[config.mk]
export PLATFORM = sky130hd
export DESIGN_NAME = command_line_tokenizer
export DESIGN_NICKNAME = d
export VERILOG_FILES = /design/src/rtl/clt_pkg.sv /design/src/rtl/clt_front.sv /design/src/rtl/clt_back.sv /design/src/rtl/command_line_tokenizer.sv
export SDC_FILE = /design/constraint.sdc
export NUM_CORES = 1
export LEC_CHECK = 0
export BUFFER_PORTS_ARGS = -buffer_cell sky130_fd_sc_hd__buf_4
export CAP_MARGIN = 20
export CORE_MARGIN = 2
export CORE_UTILIZATION = 40
export CTS_CLUSTER_DIAMETER = 150
export CTS_CLUSTER_SIZE = 28
export DETAILED_ROUTE_END_ITERATION = 7
export GPL_TIMING_DRIVEN = 0
export HOLD_SLACK_MARGIN = 0.1
export SLEW_MARGIN = 40
export SYNTH_ARGS = -nofsm -noshare
export SYNTH_HDL_FRONTEND = slang
export SYNTH_SLANG_ARGS = --single-unit
[constraint.sdc]
create_clock -name clk -period 6 [get_ports clk]
set_input_delay 1.8 -clock clk [delete_from_list [all_inputs] [get_ports clk]]
set_output_delay 1.8 -clock clk [all_outputs]
set_load 0.02 [all_outputs]
[src/rtl/clt_pkg.sv]
// Shared types, constants and character classes for the command line tokenizer.
`default_nettype none
package clt_pkg;

    localparam int MAX_COMMANDS = 8;
    localparam int NAME_BYTES   = 64;
    localparam int ARG_BYTES    = 256;
    localparam int QUEUE_DEPTH  = 4;
    localparam int QPTR_W       = $clog2(QUEUE_DEPTH);
    localparam int QCNT_W       = $clog2(QUEUE_DEPTH + 1);

    localparam logic [1:0] KIND_NAME = 2'd0;
    localparam logic [1:0] KIND_ARG  = 2'd1;
    localparam logic [1:0] KIND_DONE = 2'd2;
    localparam logic [1:0] KIND_LINE = 2'd3;

    localparam logic [1:0] ST_OK       = 2'd0;
    localparam logic [1:0] ST_NONE     = 2'd1;
    localparam logic [1:0] ST_TOO_MANY = 2'd2;
    localparam logic [1:0] ST_TOO_BIG  = 2'd3;

    localparam logic [7:0] CH_PIPE  = 8'h7C;
    localparam logic [7:0] CH_SPACE = 8'h20;
    localparam logic [7:0] CH_TAB   = 8'h09;
    localparam logic [7:0] CH_LF    = 8'h0A;
    localparam logic [7:0] CH_VT    = 8'h0B;
    localparam logic [7:0] CH_FF    = 8'h0C;
    localparam logic [7:0] CH_CR    = 8'h0D;

    typedef enum logic [1:0] {
        PH_START = 2'd0,
        PH_TOKEN = 2'd1,
        PH_GAP   = 2'd2
    } phase_t;

    typedef struct packed {
        logic [7:0] ch;
        logic       end_of_line;
    } item_t;

    typedef struct packed {
        logic [1:0] kind;
        logic [3:0] cmd_index;
        logic [7:0] position;
        logic [7:0] out_char;
        logic [1:0] status;
        logic       last;
    } result_t;

    // One queue entry carries every result of one accepted byte.
    typedef struct packed {
        result_t first;
        result_t second;
        logic    two;
    } entry_t;

    function automatic logic is_lead_space(input logic [7:0] c);
        return (c == CH_SPACE) || (c == CH_TAB) || (c == CH_LF) ||
               (c == CH_VT) || (c == CH_FF) || (c == CH_CR);
    endfunction

    function automatic logic is_sep(input logic [7:0] c);
        return (c == CH_SPACE) || (c == CH_TAB) || (c == CH_LF);
    endfunction

    function automatic result_t make_result(input logic [1:0] kind,
                                            input logic [3:0] idx,
                                            input logic [7:0] pos,
                                            input logic [7:0] chr,
                                            input logic [1:0] st);
        result_t r;
        r.kind      = kind;
        r.cmd_index = idx;
        r.position  = pos;
        r.out_char  = chr;
        r.status    = st;
        r.last      = 1'b0;
        return r;
    endfunction

endpackage
`default_nettype wire

[src/rtl/clt_front.sv]
// Front end: scans each byte, updates the token state and builds its results.
`default_nettype none
module clt_front (
    input  wire logic            clk,
    input  wire logic            rst_n,
    input  wire logic            accept,
    input  wire clt_pkg::item_t  item,
    output logic                 push,
    output clt_pkg::entry_t      entry
);
    import clt_pkg::*;

    logic [3:0] cnt_reg, cnt_next;
    phase_t     phase_reg, phase_next;
    logic       inargs_reg, inargs_next;
    logic [6:0] name_reg, name_next;
    logic [8:0] argl_reg, argl_next;
    logic [8:0] tok_reg, tok_next;
    logic       seen_reg, seen_next;
    logic [1:0] err_reg, err_next;

    logic [8:0] argl_commit;
    logic [8:0] argl_close;
    logic [8:0] arg_base;
    logic [9:0] arg_need;
    logic [7:0] name_need;
    logic [3:0] cnt_after;
    logic [1:0] line_status;
    result_t    r0, r1;
    logic       have0, have1;

    always_ff @(posedge clk or negedge rst_n) begin
        if (!rst_n) begin
            cnt_reg    <= '0;
            phase_reg  <= PH_START;
            inargs_reg <= 1'b0;
            name_reg   <= '0;
            argl_reg   <= '0;
            tok_reg    <= '0;
            seen_reg   <= 1'b0;
            err_reg    <= ST_OK;
        end else begin
            cnt_reg    <= cnt_next;
            phase_reg  <= phase_next;
            inargs_reg <= inargs_next;
            name_reg   <= name_next;
            argl_reg   <= argl_next;
            tok_reg    <= tok_next;
            seen_reg   <= seen_next;
            err_reg    <= err_next;
        end
    end

    assign argl_commit = argl_reg + tok_reg + {8'd0, argl_reg != 9'd0};
    assign argl_close  = (phase_reg == PH_TOKEN && inargs_reg) ? argl_commit : argl_reg;
    assign arg_base    = argl_reg + {8'd0, argl_reg != 9'd0};
    assign arg_need    = {1'b0, argl_reg} + {1'b0, tok_reg} + 10'd3;
    assign name_need   = {1'b0, name_reg} + 8'd1;

    always_comb begin
        cnt_next    = cnt_reg;
        phase_next  = phase_reg;
        inargs_next = inargs_reg;
        name_next   = name_reg;
        argl_next   = argl_reg;
        tok_next    = tok_reg;
        seen_next   = seen_reg;
        err_next    = err_reg;
        r0          = '0;
        r1          = '0;
        have0       = 1'b0;
        have1       = 1'b0;
        cnt_after   = cnt_reg;
        line_status = ST_OK;

        if (accept) begin
            if (item.end_of_line) begin
                if (err_reg == ST_OK && phase_reg != PH_START) begin
                    r0 = make_result(KIND_DONE, cnt_reg, argl_close[7:0],
                                     {1'b0, name_reg}, ST_OK);
                    have0 = 1'b0 | 1'b1;
                    cnt_after = cnt_reg + 4'd1;
                end
                if (err_reg != ST_OK) begin
                    line_status = err_reg;
                end else if (cnt_after != 4'd0) begin
                    line_status = ST_OK;
                end else begin
                    line_status = ST_NONE;
                end
                if (have0) begin
                    r1 = make_result(KIND_LINE, cnt_after, 8'd0, 8'd0, line_status);
                    have1 = 1'b1;
                end else begin
                    r0 = make_result(KIND_LINE, cnt_after, 8'd0, 8'd0, line_status);
                    have0 = 1'b1;
                end
                cnt_next    = '0;
                err_next    = ST_OK;
                phase_next  = PH_START;
                inargs_next = 1'b0;
                name_next   = '0;
                argl_next   = '0;
                tok_next    = '0;
                seen_next   = 1'b0;
            end else if (err_reg != ST_OK) begin
                // A latched error swallows every byte until end of line.
            end else if (item.ch == CH_PIPE) begin
                if (phase_reg != PH_START) begin
                    r0 = make_result(KIND_DONE, cnt_reg, argl_close[7:0],
                                     {1'b0, name_reg}, ST_OK);
                    have0 = 1'b1;
                    cnt_next = cnt_reg + 4'd1;
                end
                phase_next  = PH_START;
                inargs_next = 1'b0;
                name_next   = '0;
                argl_next   = '0;
                tok_next    = '0;
                seen_next   = 1'b0;
            end else begin
                seen_next = 1'b1;
                if (!seen_reg && cnt_reg >= 4'(MAX_COMMANDS)) begin
                    err_next = ST_TOO_MANY;
                end else if (phase_reg == PH_START) begin
                    if (!is_lead_space(item.ch)) begin
                        r0 = make_result(KIND_NAME, cnt_reg, 8'd0, item.ch, ST_OK);
                        have0 = 1'b1;
                        name_next   = 7'd1;
                        phase_next  = PH_TOKEN;
                        inargs_next = 1'b0;
                    end
                end else if (phase_reg == PH_TOKEN && !inargs_reg) begin
                    if (is_sep(item.ch)) begin
                        inargs_next = 1'b1;
                        phase_next  = PH_GAP;
                        tok_next    = '0;
                    end else if (name_need >= 8'(NAME_BYTES)) begin
                        err_next = ST_TOO_BIG;
                    end else begin
                        r0 = make_result(KIND_NAME, cnt_reg, {1'b0, name_reg},
                                         item.ch, ST_OK);
                        have0 = 1'b1;
                        name_next = name_reg + 7'd1;
                    end
                end else if (is_sep(item.ch)) begin
                    if (phase_reg == PH_TOKEN) begin
                        argl_next = argl_commit;
                        tok_next  = '0;
                    end
                    phase_next = PH_GAP;
                end else if (arg_need >= 10'(ARG_BYTES)) begin
                    err_next = ST_TOO_BIG;
                end else if (phase_reg == PH_GAP) begin
                    // A new argument token starts; its offset within the token is zero.
                    if (argl_reg != 9'd0) begin
                        r0 = make_result(KIND_ARG, cnt_reg, argl_reg[7:0], CH_SPACE, ST_OK);
                        r1 = make_result(KIND_ARG, cnt_reg, arg_base[7:0], item.ch, ST_OK);
                        have0 = 1'b1;
                        have1 = 1'b1;
                    end else begin
                        r0 = make_result(KIND_ARG, cnt_reg, arg_base[7:0], item.ch, ST_OK);
                        have0 = 1'b1;
                    end
                    tok_next   = 9'd1;
                    phase_next = PH_TOKEN;
                end else begin
                    r0 = make_result(KIND_ARG, cnt_reg, 8'(arg_base + tok_reg),
                                     item.ch, ST_OK);
                    have0 = 1'b1;
                    tok_next = tok_reg + 9'd1;
                end
            end
        end

        if (have1) begin
            r1.last = 1'b1;
        end else begin
            r0.last = 1'b1;
        end
    end

    assign push         = accept && have0;
    assign entry.first  = r0;
    assign entry.second = r1;
    assign entry.two    = have1;

endmodule
`default_nettype wire

[src/rtl/clt_back.sv]
// Back end: result queue that hands out one result per transfer.
`default_nettype none
module clt_back (
    input  wire logic            clk,
    input  wire logic            rst_n,
    input  wire logic            push,
    input  wire clt_pkg::entry_t entry,
    output logic                 full,
    output logic                 result_valid,
    input  wire logic            result_stall,
    output clt_pkg::result_t     result
);
    import clt_pkg::*;

    entry_t              queue_reg [QUEUE_DEPTH];
    logic [QPTR_W-1:0]   wr_ptr_reg, wr_ptr_next;
    logic [QPTR_W-1:0]   rd_ptr_reg, rd_ptr_next;
    logic [QCNT_W-1:0]   count_reg, count_next;
    logic                sel_reg, sel_next;
    entry_t              head;
    logic                take;
    logic                pop;

    assign head         = queue_reg[rd_ptr_reg];
    assign full         = count_reg == QCNT_W'(QUEUE_DEPTH);
    assign result_valid = count_reg != '0;
    assign result       = sel_reg ? head.second : head.first;
    assign take         = result_valid && !result_stall;
    assign pop          = take && (sel_reg || !head.two);

    always_ff @(posedge clk) begin
        if (push) begin
            queue_reg[wr_ptr_reg] <= entry;
        end
    end

    always_comb begin
        wr_ptr_next = wr_ptr_reg;
        rd_ptr_next = rd_ptr_reg;
        count_next  = count_reg;
        sel_next    = sel_reg;
        if (push) begin
            wr_ptr_next = (wr_ptr_reg == QPTR_W'(QUEUE_DEPTH - 1)) ? '0
                                                                   : wr_ptr_reg + 1'b1;
        end
        if (pop) begin
            rd_ptr_next = (rd_ptr_reg == QPTR_W'(QUEUE_DEPTH - 1)) ? '0
                                                                   : rd_ptr_reg + 1'b1;
        end
        if (take) begin
            sel_next = !pop;
        end
        if (push && !pop) begin
            count_next = count_reg + 1'b1;
        end else if (pop && !push) begin
            count_next = count_reg - 1'b1;
        end
    end

    always_ff @(posedge clk or negedge rst_n) begin
        if (!rst_n) begin
            wr_ptr_reg <= '0;
            rd_ptr_reg <= '0;
            count_reg  <= '0;
            sel_reg    <= 1'b0;
        end else begin
            wr_ptr_reg <= wr_ptr_next;
            rd_ptr_reg <= rd_ptr_next;
            count_reg  <= count_next;
            sel_reg    <= sel_next;
        end
    end

endmodule
`default_nettype wire

[src/rtl/command_line_tokenizer.sv]
// Top level of the command line tokenizer.
//
// The item channel takes one byte of the command line per transfer, closed
// by a transfer with end_of_line set. The result channel returns name and
// argument character writes, a command-done record per command, and a
// line-done record carrying status and command count; last marks the final
// result caused by one input byte.
// The front end takes one byte per cycle while the queue is not full and writes
// that byte's results into a four-entry queue, where they are registered.
// The back end hands out one result per cycle unless the receiver stalls,
// so a byte that produces two results (a joining space plus a character, or
// command done plus line done) occupies two output transfers. Sustained input
// rate is one byte per cycle while the queue has room; item_stall rises when it is full.
// If the receiver stalls, the current result holds and the queue fills.
// Reset empties the queue and returns the scanner to the start of a line
// with no commands counted and no error latched.
`default_nettype none
module command_line_tokenizer (
    input  wire logic            clk,
    input  wire logic            rst_n,
    input  wire logic            item_valid,
    output logic                 item_stall,
    input  wire clt_pkg::item_t  item,
    output logic                 result_valid,
    input  wire logic            result_stall,
    output clt_pkg::result_t     result
);
    import clt_pkg::*;

    logic   accept;
    logic   push;
    logic   full;
    entry_t entry;

    assign item_stall = full;
    assign accept     = item_valid && !item_stall;

    clt_front u_front (
        .clk    (clk),
        .rst_n  (rst_n),
        .accept (accept),
        .item   (item),
        .push   (push),
        .entry  (entry)
    );

    clt_back u_back (
        .clk          (clk),
        .rst_n        (rst_n),
        .push         (push),
        .entry        (entry),
        .full         (full),
        .result_valid (result_valid),
        .result_stall (result_stall),
        .result       (result)
    );

endmodule
`default_nettype wire

==> impl_metrics.env, run 1 <==
export IMPL_ys_ff_latch=239
export IMPL_critPathKind="reg2reg"
export IMPL_coreArea_sq_mm=0.0294
export IMPL_power_density_mw_per_mm2=442
export IMPL_synth_area_leaders="edfxtp_1 (50%), mux4_2 (9.3%), dfrtp_1 (9.1%)"
export IMPL_cts_sinks=239
export IMPL_n_fill_cell=2662
export IMPL_period_share=0.814
export IMPL_relSlewSlack=0.465
export IMPL_grt_first_pass_wirelength_um=43200
export IMPL_worst_pin_slew_ns=0.803
export IMPL_r2r_setup_slack_ns=1.11
export IMPL_grt_max_degree=50
export IMPL_path_clk_slew_ns=0.11
export IMPL_rsz0062_at_grt="no"
export IMPL_fin_crit_ns=4.89
export IMPL_ios=40
export IMPL_groute_usage_overall=0.180
export IMPL_gp_congestion=0.901
export IMPL_largest_reg_flops=196
export IMPL_drc=0
export IMPL_cts_tree="yes"
export IMPL_dp_cells=1335
export IMPL_numCtsBuffers=12
export IMPL_ys_seq_area_frac=0.587
export IMPL_post_cts_buffers=0
export IMPL_clock_latency_ns=0.49
export IMPL_antenna_found_initial=0
export IMPL_vias_per_cell=5.49
export IMPL_wl_per_cell_um=20.3
export IMPL_synth_async_sr_flop_share=0.180
export IMPL_min_to="u_back.count_reg[2]"
export IMPL_peakVddDrop_uv=166
export IMPL_cp_start_kind="flop"
export IMPL_drive_gt1_frac=0.152
export IMPL_clock_path_buffers=3
export IMPL_port_buffer_count=39
export IMPL_cts_resized_gates=0
export IMPL_cts_root_buf="clkbuf_16"
export IMPL_finalClockSkew_ns=0.0258
export IMPL_hold_depth=1
export IMPL_grt_pass1_vias=7528
export IMPL_worst_ep_required_time_ns=6.41
export IMPL_cp_arrival_ns=5.30
export IMPL_start_util=0.404
export IMPL_dpl_hpwl_um=19200
export IMPL_synth_edf_count=196
export IMPL_hp_class="reg2reg"
export IMPL_rows=63
export IMPL_htree_levels=1
export IMPL_cp_max_fo=10
export IMPL_antenna_cells=0
export IMPL_ant_nets=0
export IMPL_p_leak_uw=0.00490
export IMPL_hold_start="u_back.count_reg[2]"
export IMPL_ctsHoldBuffers=0
export IMPL_routed_wl_um=27500
export IMPL_final_nets=1021
export IMPL_fin_cells=1355
export IMPL_reg2reg_from="u_front.tok_reg[5]"
export IMPL_outcome="finished clean"
export IMPL_netlist_area_sq_mm=0.0119
export IMPL_synth_top_cell_area_share=0.496
export IMPL_area_growth_pct=9.95
export IMPL_r2r_cells=16
export IMPL_setup_violations=0
export IMPL_yosys_warnings=0
export IMPL_chipHeight_um=176
export IMPL_drt_pass1_iter_count=5
export IMPL_die_w_um=176
export IMPL_drt_iter0_drc=698
export IMPL_synth_most_common_cell="edfxtp_1"
export IMPL_syn_area_per_cell_sq_um=13.2
export IMPL_die_area_sq_mm=0.0311
export IMPL_drv_cap=0
export IMPL_hold_viol=0
export IMPL_vias=7438
export IMPL_yosysUniqueCellTypes=74
export IMPL_slew_violations=0
export IMPL_synthFlopType="edfxtp_1"
export IMPL_endpoint_kind="flop"
export IMPL_rr_endpoint="u_back.count_reg[2]"
export IMPL_fin_setup_tns_ns=0
export IMPL_synth_commonest_cells="edfxtp_1 (196), nand2_1 (136), mux4_2 (49)"
export IMPL_achievable_frequency_mhz=205
export IMPL_grt_overflow=0
export IMPL_synthCells=902
export IMPL_synth_top_cell_by_area="edfxtp_1"
worst max path at each step:
stage / startpoint / end / cells past startpoint
after floorplan: item[2] / u_back.count_reg[2] / 12
after global placement: item[2] / u_back.queue_reg[1][37] / 8
after detailed placement: item[2] / u_back.count_reg[2] / 13
after CTS: u_front.tok_reg[5] / u_back.count_reg[2] / 16
after global routing: u_front.tok_reg[5] / u_back.count_reg[2] / 16
final: u_front.tok_reg[5] / u_back.count_reg[2] / 16
per-layer routing:
layer / share of wire / wire, um / global-route usage
met4: 0.018 / 494 / 0.0417
met5: 0 / 0 / 0
met2: 0.49 / 13500 / 0.308
met3: 0.043 / 1180 / 0.0151
met1: 0.45 / 12300 / 0.253
worst max-delay path, cell delays in order, from the launching register on:
cell	delay (ns)
dfrtp_1	0.53
ha_1	0.31
fa_1	0.54
a21o_1	0.21
a221o_1	0.37
or4_4	0.49
a211oi_2	0.38
buf_6	0.22
nor2_4	0.07
o31ai_4	0.35
buf_6	0.20
ha_1	0.19
inv_1	0.07
fa_1	0.43
xor2_1	0.17
nor2_1	0.11
xor2_1	0.15
power by group:
| group | internal [uW] | total, uW | switching, uW |
|---|---|---|---|
| combinational | 982 | 2430 | 1450 |
| clock | 412 | 934 | 522 |
| sequential | 2270 | 2410 | 140 |
cell usage in the layout, fill, tap and decap left out, drive strengths merged, types with 6 or more instances in the layout:
| cell type | synthesis | routed |
|---|---|---|
| and2 | 26 | 26 |
| nand3 | 25 | 25 |
| mux4 | 49 | 49 |
| a211oi | 11 | 11 |
| fa | 9 | 9 |
| nor2 | 46 | 46 |
| o21ai | 46 | 46 |
| o31ai | 14 | 14 |
| nor2b | 6 | 6 |
| inv | 32 | 32 |
| clkbuf | 25 | 44 |
| ha | 40 | 40 |
| mux2 | 7 | 7 |
| a22o | 7 | 7 |
| a31oi | 14 | 14 |
| a21o | 8 | 8 |
| xnor2 | 10 | 10 |
| xor2 | 13 | 13 |
| and3 | 8 | 8 |
| dfrtp | 43 | 43 |
| a21oi | 22 | 22 |
| nor3 | 16 | 16 |
| nand2 | 136 | 136 |
| buf | 17 | 57 |
| edfxtp | 196 | 196 |
cell type report:
cell class                 instances  area (sq um)  share of cell area
clock buffer                      19           348              0.0267
sequential                       239          6960               0.533
multi-input combinational        590          4600               0.353
clock inverter                     1          16.3             0.00125
tap                              390           488              0.0374
timing repair buffer              40           300              0.0230
buffer                            43           209              0.0160
inverter                          33           124             0.00949
kinds of logic after synthesis:
kind of cell | after synthesis | synth area share
and+or+nand+nor | 299 | 0.121
DFF | 239 | 0.587
AOI/OAI and AO/OA | 155 | 0.0871
buffers and inverters | 76 | 0.0276
muxes | 60 | 0.103
adders and majority gates | 49 | 0.0573
xor gates and xnor gates | 23 | 0.0170
other | 1 | 0.000316
stage by stage:
step	power, uW	worst slack (ns)	util	hold slack [ns]	area [sq um]
after floorplan	4070	1.75	-	0.457	11900
after global routing	6110	0.914	0.444	0.529	13100
after detailed placement	4900	1.17	0.431	0.490	12700
after global placement	4870	0.747	0.431	0.485	12700
after CTS	5820	1.12	0.444	0.510	13000
final	5770	1.11	0.444	0.511	13100
Power figures use the tool's default switching activity.
==> run 2, diff against run 1 <==
==> constraint.sdc (replaced) <==
create_clock -name clk -period 4.2 [get_ports clk]
set_input_delay 1.26 -clock clk [delete_from_list [all_inputs] [get_ports clk]]
set_output_delay 1.26 -clock clk [all_outputs]
set_load 0.02 [all_outputs]
==> run 2 against run 1 <==
Net effect:
- the flow now finishes with violations (setup timing)
- global-route usage rose by 0.31 points
- core utilization is 1.0 points higher
- non-clock buffer count grew 23
- fmax up 14%
- critical endpoint is now u_back.queue_reg[3][27]
- highest routed layer unchanged
==> impl_metrics.env, run 2 (synthesis gave the netlist of run 1 again) <==
export IMPL_critPathKind="reg2reg"
export IMPL_drc=0
export IMPL_peakVddDrop_uv=238
export IMPL_switchingPower_uw=3050
export IMPL_wl_per_cell_um=20.2
export IMPL_rows=63
export IMPL_slew_violations=0
export IMPL_dp_cells=1335
export IMPL_setup_violations=194
export IMPL_cp_start_kind="flop"
export IMPL_finalClockSkew_ns=0.0255
export IMPL_outcome="complete, but fails checks"
export IMPL_fin_ws_ns=-0.0845
export IMPL_grt_first_pass_wirelength_um=43900
export IMPL_p_int_uw=5340
export IMPL_cts_sinks=239
export IMPL_gp_congestion=0.901
export IMPL_drt_pass1_iter_count=5
export IMPL_vias=7513
export IMPL_fin_setup_tns_ns=-9.59
export IMPL_die_w_um=176
export IMPL_power_frac_clock=0.158
export IMPL_antenna_found_initial=0
export IMPL_rsz0062_at_grt="yes"
export IMPL_drv_cap=0
export IMPL_dpl_hpwl_um=19200
export IMPL_chipHeight_um=176
export IMPL_start_util=0.404
export IMPL_drt_iter0_drc=684
export IMPL_period_share=1.02
export IMPL_largest_reg_flops=196
export IMPL_path_clk_slew_ns=0.11
export IMPL_ios=40
export IMPL_stdcell_area_sq_mm=0.0134
export IMPL_grt_max_degree=50
export IMPL_p_leak_uw=0.00501
export IMPL_n_fill_cell=2645
export IMPL_cts_tree="yes"
export IMPL_worst_ep_required_time_ns=4.31
export IMPL_drive_gt1_frac=0.197
export IMPL_cp_arrival_ns=4.39
export IMPL_ctsHoldBuffers=0
export IMPL_cts_root_buf="clkbuf_16"
export IMPL_final_nets=1044
export IMPL_power_density_mw_per_mm2=628
export IMPL_routed_wl_um=27900
export IMPL_achievable_frequency_mhz=233
export IMPL_ant_nets=0
export IMPL_placed_cell_area_sq_mm=0.0127
export IMPL_antenna_cells=0
export IMPL_fin_cells=1378
export IMPL_comb_power_share=0.431
export IMPL_fin_crit_ns=4.28
export IMPL_grt_overflow=0
export IMPL_coreArea_sq_mm=0.0294
export IMPL_cp_max_fo=49
export IMPL_numCtsBuffers=12
export IMPL_worst_pin_slew_ns=0.821
export IMPL_port_buffer_count=39
export IMPL_vias_per_cell=5.45
export IMPL_grt_pass1_vias=7614
export IMPL_area_growth_pct=12.5
export IMPL_final_cell_mix="edfxtp_1 (196), nand2_1 (136), buf_4 (63), mux4_2 (49), nor2_1 (44)"
export IMPL_relSlewSlack=0.447
export IMPL_die_area_sq_mm=0.0311
export IMPL_hold_slack_ns=0.497
export IMPL_p_seq_frac=0.410
export IMPL_power_share_switching=0.363
export IMPL_violations="setup timing"
export IMPL_groute_usage_overall=0.183
export IMPL_final_common_cell="edfxtp_1"
export IMPL_clock_latency_ns=0.49
export IMPL_htree_levels=1
export IMPL_endpoint_kind="flop"
export IMPL_clock_path_buffers=3
export IMPL_hp_class="reg2reg"
export IMPL_hold_viol=0
## run 2: changes by cell type in the layout (fill, tap and decap cells not counted), moves of 3 or more
cell      previous run  this run
clkbuf_1            31        28
buf_6                3         6
dfrtp_1             43        36
dfrtp_2              0         7
ha_1                40        35
buf_4               43        63
ha_4                 0         4
## run 2: what timing repair did
item                                    CTS  global route
resized for setup                        24            18
pin swaps                                19            13
buffers inserted                         15             8
endpoints found under the setup margin  256           245
## run 2: worst paths after layout
kind                                     startpoint                      end  slack (ns)  cells after the start
worst max-delay path             u_front.tok_reg[5]  u_back.queue_reg[3][27]       -0.08                     11
worst max register to register   u_front.tok_reg[5]  u_back.queue_reg[3][27]       -0.08                     11
worst min register to register  u_back.count_reg[2]      u_back.count_reg[2]        0.50                      1
min in group asynchronous                     rst_n      u_back.count_reg[1]        0.78                      1
max in group asynchronous                     rst_n       u_front.tok_reg[4]        2.95                      1
worst min-delay path            u_back.count_reg[2]      u_back.count_reg[2]        0.50                      1
## run 2: metrics by stage
| stage | power (uW) | util | setup WS, ns |
|---|---|---|---|
| 5_1_grt | 8890 | 0.454 | -0.216 |
| 4_1_cts | 8400 | 0.450 | -0.0921 |
| 3_5_place_dp | 7010 | 0.431 | -0.631 |
| 6_report | 8390 | 0.454 | -0.0845 |
| 3_3_place_gp | 6960 | 0.431 | -1.01 |
| 2_1_floorplan | 5820 | - | 0.0256 |
## run 2: metal layers
| metal | track usage | up-vias | wire length, um |
|---|---|---|---|
| met2 | 0.317 | 193 | 13800 |
| met5 | 0 | - | 0 |
| met3 | 0.0159 | 32 | 1090 |
| li1 | - | 3533 | - |
| met1 | 0.253 | 3755 | 12500 |
| met4 | 0.0406 | 0 | 490 |
## run 2: final cells by class
type,count,area (sq um),share of cell area
Tap cell,390,488,0.0365
Multi-Input combinational cell,590,4710,0.353
Clock inverter,1,16.3,0.00122
Inverter,33,124,0.00928
Sequential cell,239,6970,0.522
Clock buffer,19,348,0.0260
Buffer,43,211,0.0158
Timing Repair Buffer,63,484,0.0363
## run 2: power groups by stage
stage	Clock (uW)	Sequential, uW	Combinational [uW]
4_1_cts	1350	3440	3610
3_5_place_dp	0	3500	3510
6_report	1330	3440	3620
3_3_place_gp	0	3480	3470
5_1_grt	1420	3490	3970
2_1_floorplan	0	3420	2400
## run 2: critical path, cell delays in order, from the launching register on
cell,delay (ns)
dfrtp_2,0.47
ha_4,0.19
fa_2,0.50
a21o_1,0.20
a221o_1,0.37
or4_4,0.51
a211oi_4,0.26
buf_6,0.15
nor2_4,0.05
o31ai_4,0.33
buf_6,0.18
and2_4,0.65
==> run 3, diff against run 2 <==
--- a/config.mk
+++ b/config.mk
@@ -5,15 +5,17 @@
 export SDC_FILE = /design/constraint.sdc
 export NUM_CORES = 1
 export LEC_CHECK = 0
+export ABC_AREA = 1
 export BUFFER_PORTS_ARGS = -buffer_cell sky130_fd_sc_hd__buf_4
 export CAP_MARGIN = 20
 export CORE_MARGIN = 2
-export CORE_UTILIZATION = 40
+export CORE_UTILIZATION = 57
 export CTS_CLUSTER_DIAMETER = 150
 export CTS_CLUSTER_SIZE = 28
 export DETAILED_ROUTE_END_ITERATION = 7
 export GPL_TIMING_DRIVEN = 0
 export HOLD_SLACK_MARGIN = 0.1
+export PLACE_DENSITY = 0.77
 export SLEW_MARGIN = 40
 export SYNTH_ARGS = -nofsm -noshare
 export SYNTH_HDL_FRONTEND = slang
==> run 3 against run 2 <==
Net effect:
- the flow now finishes without violations
- register-to-register slack gained 0.37 ns
- synthesized cell count grew 40%
- first-iteration DRC count grew 44%
- critical endpoint is now result[18]
- sequential share of layout area shrank 1.2 points
- cell count grew 17%
- via count grew 27%
- setup slack gained 0.15 ns
- non-clock buffer count grew 1
- global-route usage grew 10 points
- routed wire length grew 16%
- combinational power grew 5%
==> impl_metrics.env, run 3 <==
export IMPL_multi_input_area_sq_mm=0.00476
export IMPL_port_buffer_count=39
export IMPL_grt_max_degree=44
export IMPL_slew_violations=0
export IMPL_relSlewSlack=0.484
export IMPL_routed_wl_um=32300
export IMPL_synth_edf_count=196
export IMPL_grt_first_pass_wirelength_um=49600
export IMPL_drt_pass1_iter_count=5
export IMPL_synth_top_cell_area_share=0.480
export IMPL_synthFlopType="edfxtp_1"
export IMPL_netlist_area_sq_mm=0.0123
export IMPL_synth_top_cell_by_area="edfxtp_1"
export IMPL_antenna_cells=0
export IMPL_vias_per_cell=5.90
export IMPL_clock_path_buffers=3
export IMPL_final_common_cell="nor2_1"
export IMPL_start_util=0.582
export IMPL_synth_most_common_cell="nor2_1"
export IMPL_period_share=0.985
export IMPL_ctsHoldBuffers=0
export IMPL_final_cell_mix="nor2_1 (233), edfxtp_1 (196), nand2_1 (181), o21ai_0 (129), inv_1 (92)"
export IMPL_largest_reg_flops=196
export IMPL_fin_cells=1616
export IMPL_chipHeight_um=151
export IMPL_area_growth_pct=11.2
export IMPL_achievable_frequency_mhz=242
export IMPL_power_uw=8430
export IMPL_r2r_cells=18
export IMPL_drt_iter0_drc=985
export IMPL_regArea_sq_mm=0.00696
export IMPL_cp_arrival_ns=2.88
export IMPL_p_leak_uw=0.00531
export IMPL_post_place_ws_ns=-0.150
export IMPL_endpoint_kind="output pin"
export IMPL_critPathKind="reg2out"
export IMPL_yosysUniqueCellTypes=51
export IMPL_r2r_setup_slack_ns=0.29
export IMPL_grt_pass1_vias=9180
export IMPL_synth_adder_area_share=0.0555
export IMPL_cts_root_buf="clkbuf_16"
export IMPL_cts_sinks=239
export IMPL_ant_nets=0
export IMPL_setup_violations=0
export IMPL_dpl_hpwl_um=23500
export IMPL_grt_overflow=0
export IMPL_fin_setup_tns_ns=0
export IMPL_drv_cap=0
export IMPL_worst_ep_required_time_ns=2.94
export IMPL_die_w_um=151
export IMPL_stdcell_area_sq_mm=0.0136
export IMPL_ys_ff_latch=239
export IMPL_min_to="u_front.seen_reg"
export IMPL_final_nets=1397
export IMPL_synthMuxAreaShare=0
export IMPL_antenna_found_initial=0
export IMPL_fin_crit_ns=4.14
export IMPL_rows=53
export IMPL_finalClockSkew_ns=0.0162
export IMPL_synth_top_family_by_area="simple AND/OR/NAND/NOR gates"
export IMPL_wl_per_cell_um=20.0
export IMPL_reg2reg_from="u_front.tok_reg[4]"
export IMPL_synth_compound_area_share=0.126
export IMPL_synth_area_leaders="edfxtp_1 (48%), dfrtp_1 (8.8%), nor2_1 (7.1%)"
export IMPL_hold_start="u_front.seen_reg"
export IMPL_dp_cells=1590
export IMPL_synthXorXnorAreaFrac=0.0178
export IMPL_synthCells=1260
export IMPL_hold_depth=2
export IMPL_hold_viol=0
export IMPL_cp_max_fo=10
export IMPL_groute_usage_overall=0.287
export IMPL_synth_commonest_cells="nor2_1 (233), edfxtp_1 (196), nand2_1 (181)"
export IMPL_vias=9542
export IMPL_yosys_area_share_simple=0.181
export IMPL_yosys_warnings=0
export IMPL_numCtsBuffers=12
export IMPL_placed_cell_area_sq_mm=0.0132
export IMPL_power_density_mw_per_mm2=618
export IMPL_fin_ws_ns=0.0641
export IMPL_syn_area_per_cell_sq_um=9.74
export IMPL_n_fill_cell=1694
export IMPL_hp_class="reg2reg"
export IMPL_ios=40
export IMPL_die_area_sq_mm=0.0227
export IMPL_outcome="finished clean"
export IMPL_peakVddDrop_uv=317
export IMPL_htree_levels=1
export IMPL_path_clk_slew_ns=0.11
export IMPL_drive_gt1_frac=0.113
export IMPL_worst_pin_slew_ns=0.774
export IMPL_cts_tree="yes"
export IMPL_ys_seq_area_frac=0.568
export IMPL_drc=0
export IMPL_synth_async_sr_flop_share=0.180
export IMPL_gp_congestion=0.956
export IMPL_cp_start_kind="flop"
export IMPL_clock_latency_ns=0.49
export IMPL_coreArea_sq_mm=0.0211
export IMPL_rr_endpoint="u_back.count_reg[2]"
-- run 3: final cells by class --
cell class / instances / share of cell area
sequential: 239 / 0.511
multi-input combinational: 864 / 0.349
timing repair buffer: 58 / 0.0416
inverter: 111 / 0.0305
clock buffer: 19 / 0.0255
tap: 275 / 0.0252
buffer: 49 / 0.0167
clock inverter: 1 / 0.00119
-- run 3: per-layer routing --
metal / track usage / part of all wire
met1: 0.391 / 0.40
met5: 0 / 0
met4: 0.0967 / 0.027
met2: 0.488 / 0.49
met3: 0.0261 / 0.085
-- run 3: how the worst max path moves through the flow --
stage	cells past startpoint	from	slack (ns)	endpoint
CTS	15	u_front.tok_reg[6]	0.08	u_back.queue_reg[3][8]
finish	9	u_back.rd_ptr_reg[0]	0.06	result[18]
global route	18	u_front.argl_reg[1]	-0.01	u_back.queue_reg[1][41]
floorplan	9	item[7]	-0.91	u_back.queue_reg[0][10]
detailed placement	13	item[7]	-0.15	u_back.queue_reg[3][37]
global placement	10	item[7]	-3.22	u_back.queue_reg[0][38]
-- run 3: repair_timing --
action / in CTS / in global routing
buffers inserted: 0 / 6
setup endpoints to repair: 0 / 62
resized for setup: 0 / 12
-- run 3: power breakdown --
part           total, uW  switching, uW  internal (uW)
registers           3290            182           3100
clock network       1330            740            588
logic               3810           2590           1220
total               8430           3510           4910
-- run 3: stage by stage --
| step | utilization | hold slack, ns |
|---|---|---|
| 2_1_floorplan | - | 0.450 |
| 3_3_place_gp | 0.613 | 0.468 |
| 3_5_place_dp | 0.625 | 0.467 |
| 4_1_cts | 0.643 | 0.497 |
| 5_1_grt | 0.647 | 0.539 |
| 6_report | 0.647 | 0.498 |
-- run 3: logic make-up (layout without fill, tap and decap cells) --
family	Yosys count	count (layout)
flops	239	239
fa+ha+maj	49	49
buf+inv	160	238
xor+xnor	25	25
other cells	1	4
compound gates	266	266
simple gates	520	520
-- run 3: worst max-delay path: stages, from the launching register on --
cell,delay (ns)
dfrtp_1,0.39
buf_2,0.18
clkinv_1,0.17
buf_2,0.24
buf_1,0.52
nor2_1,0.10
o22ai_1,0.23
nor2_1,0.08
a31oi_1,0.27
buf_4,0.20
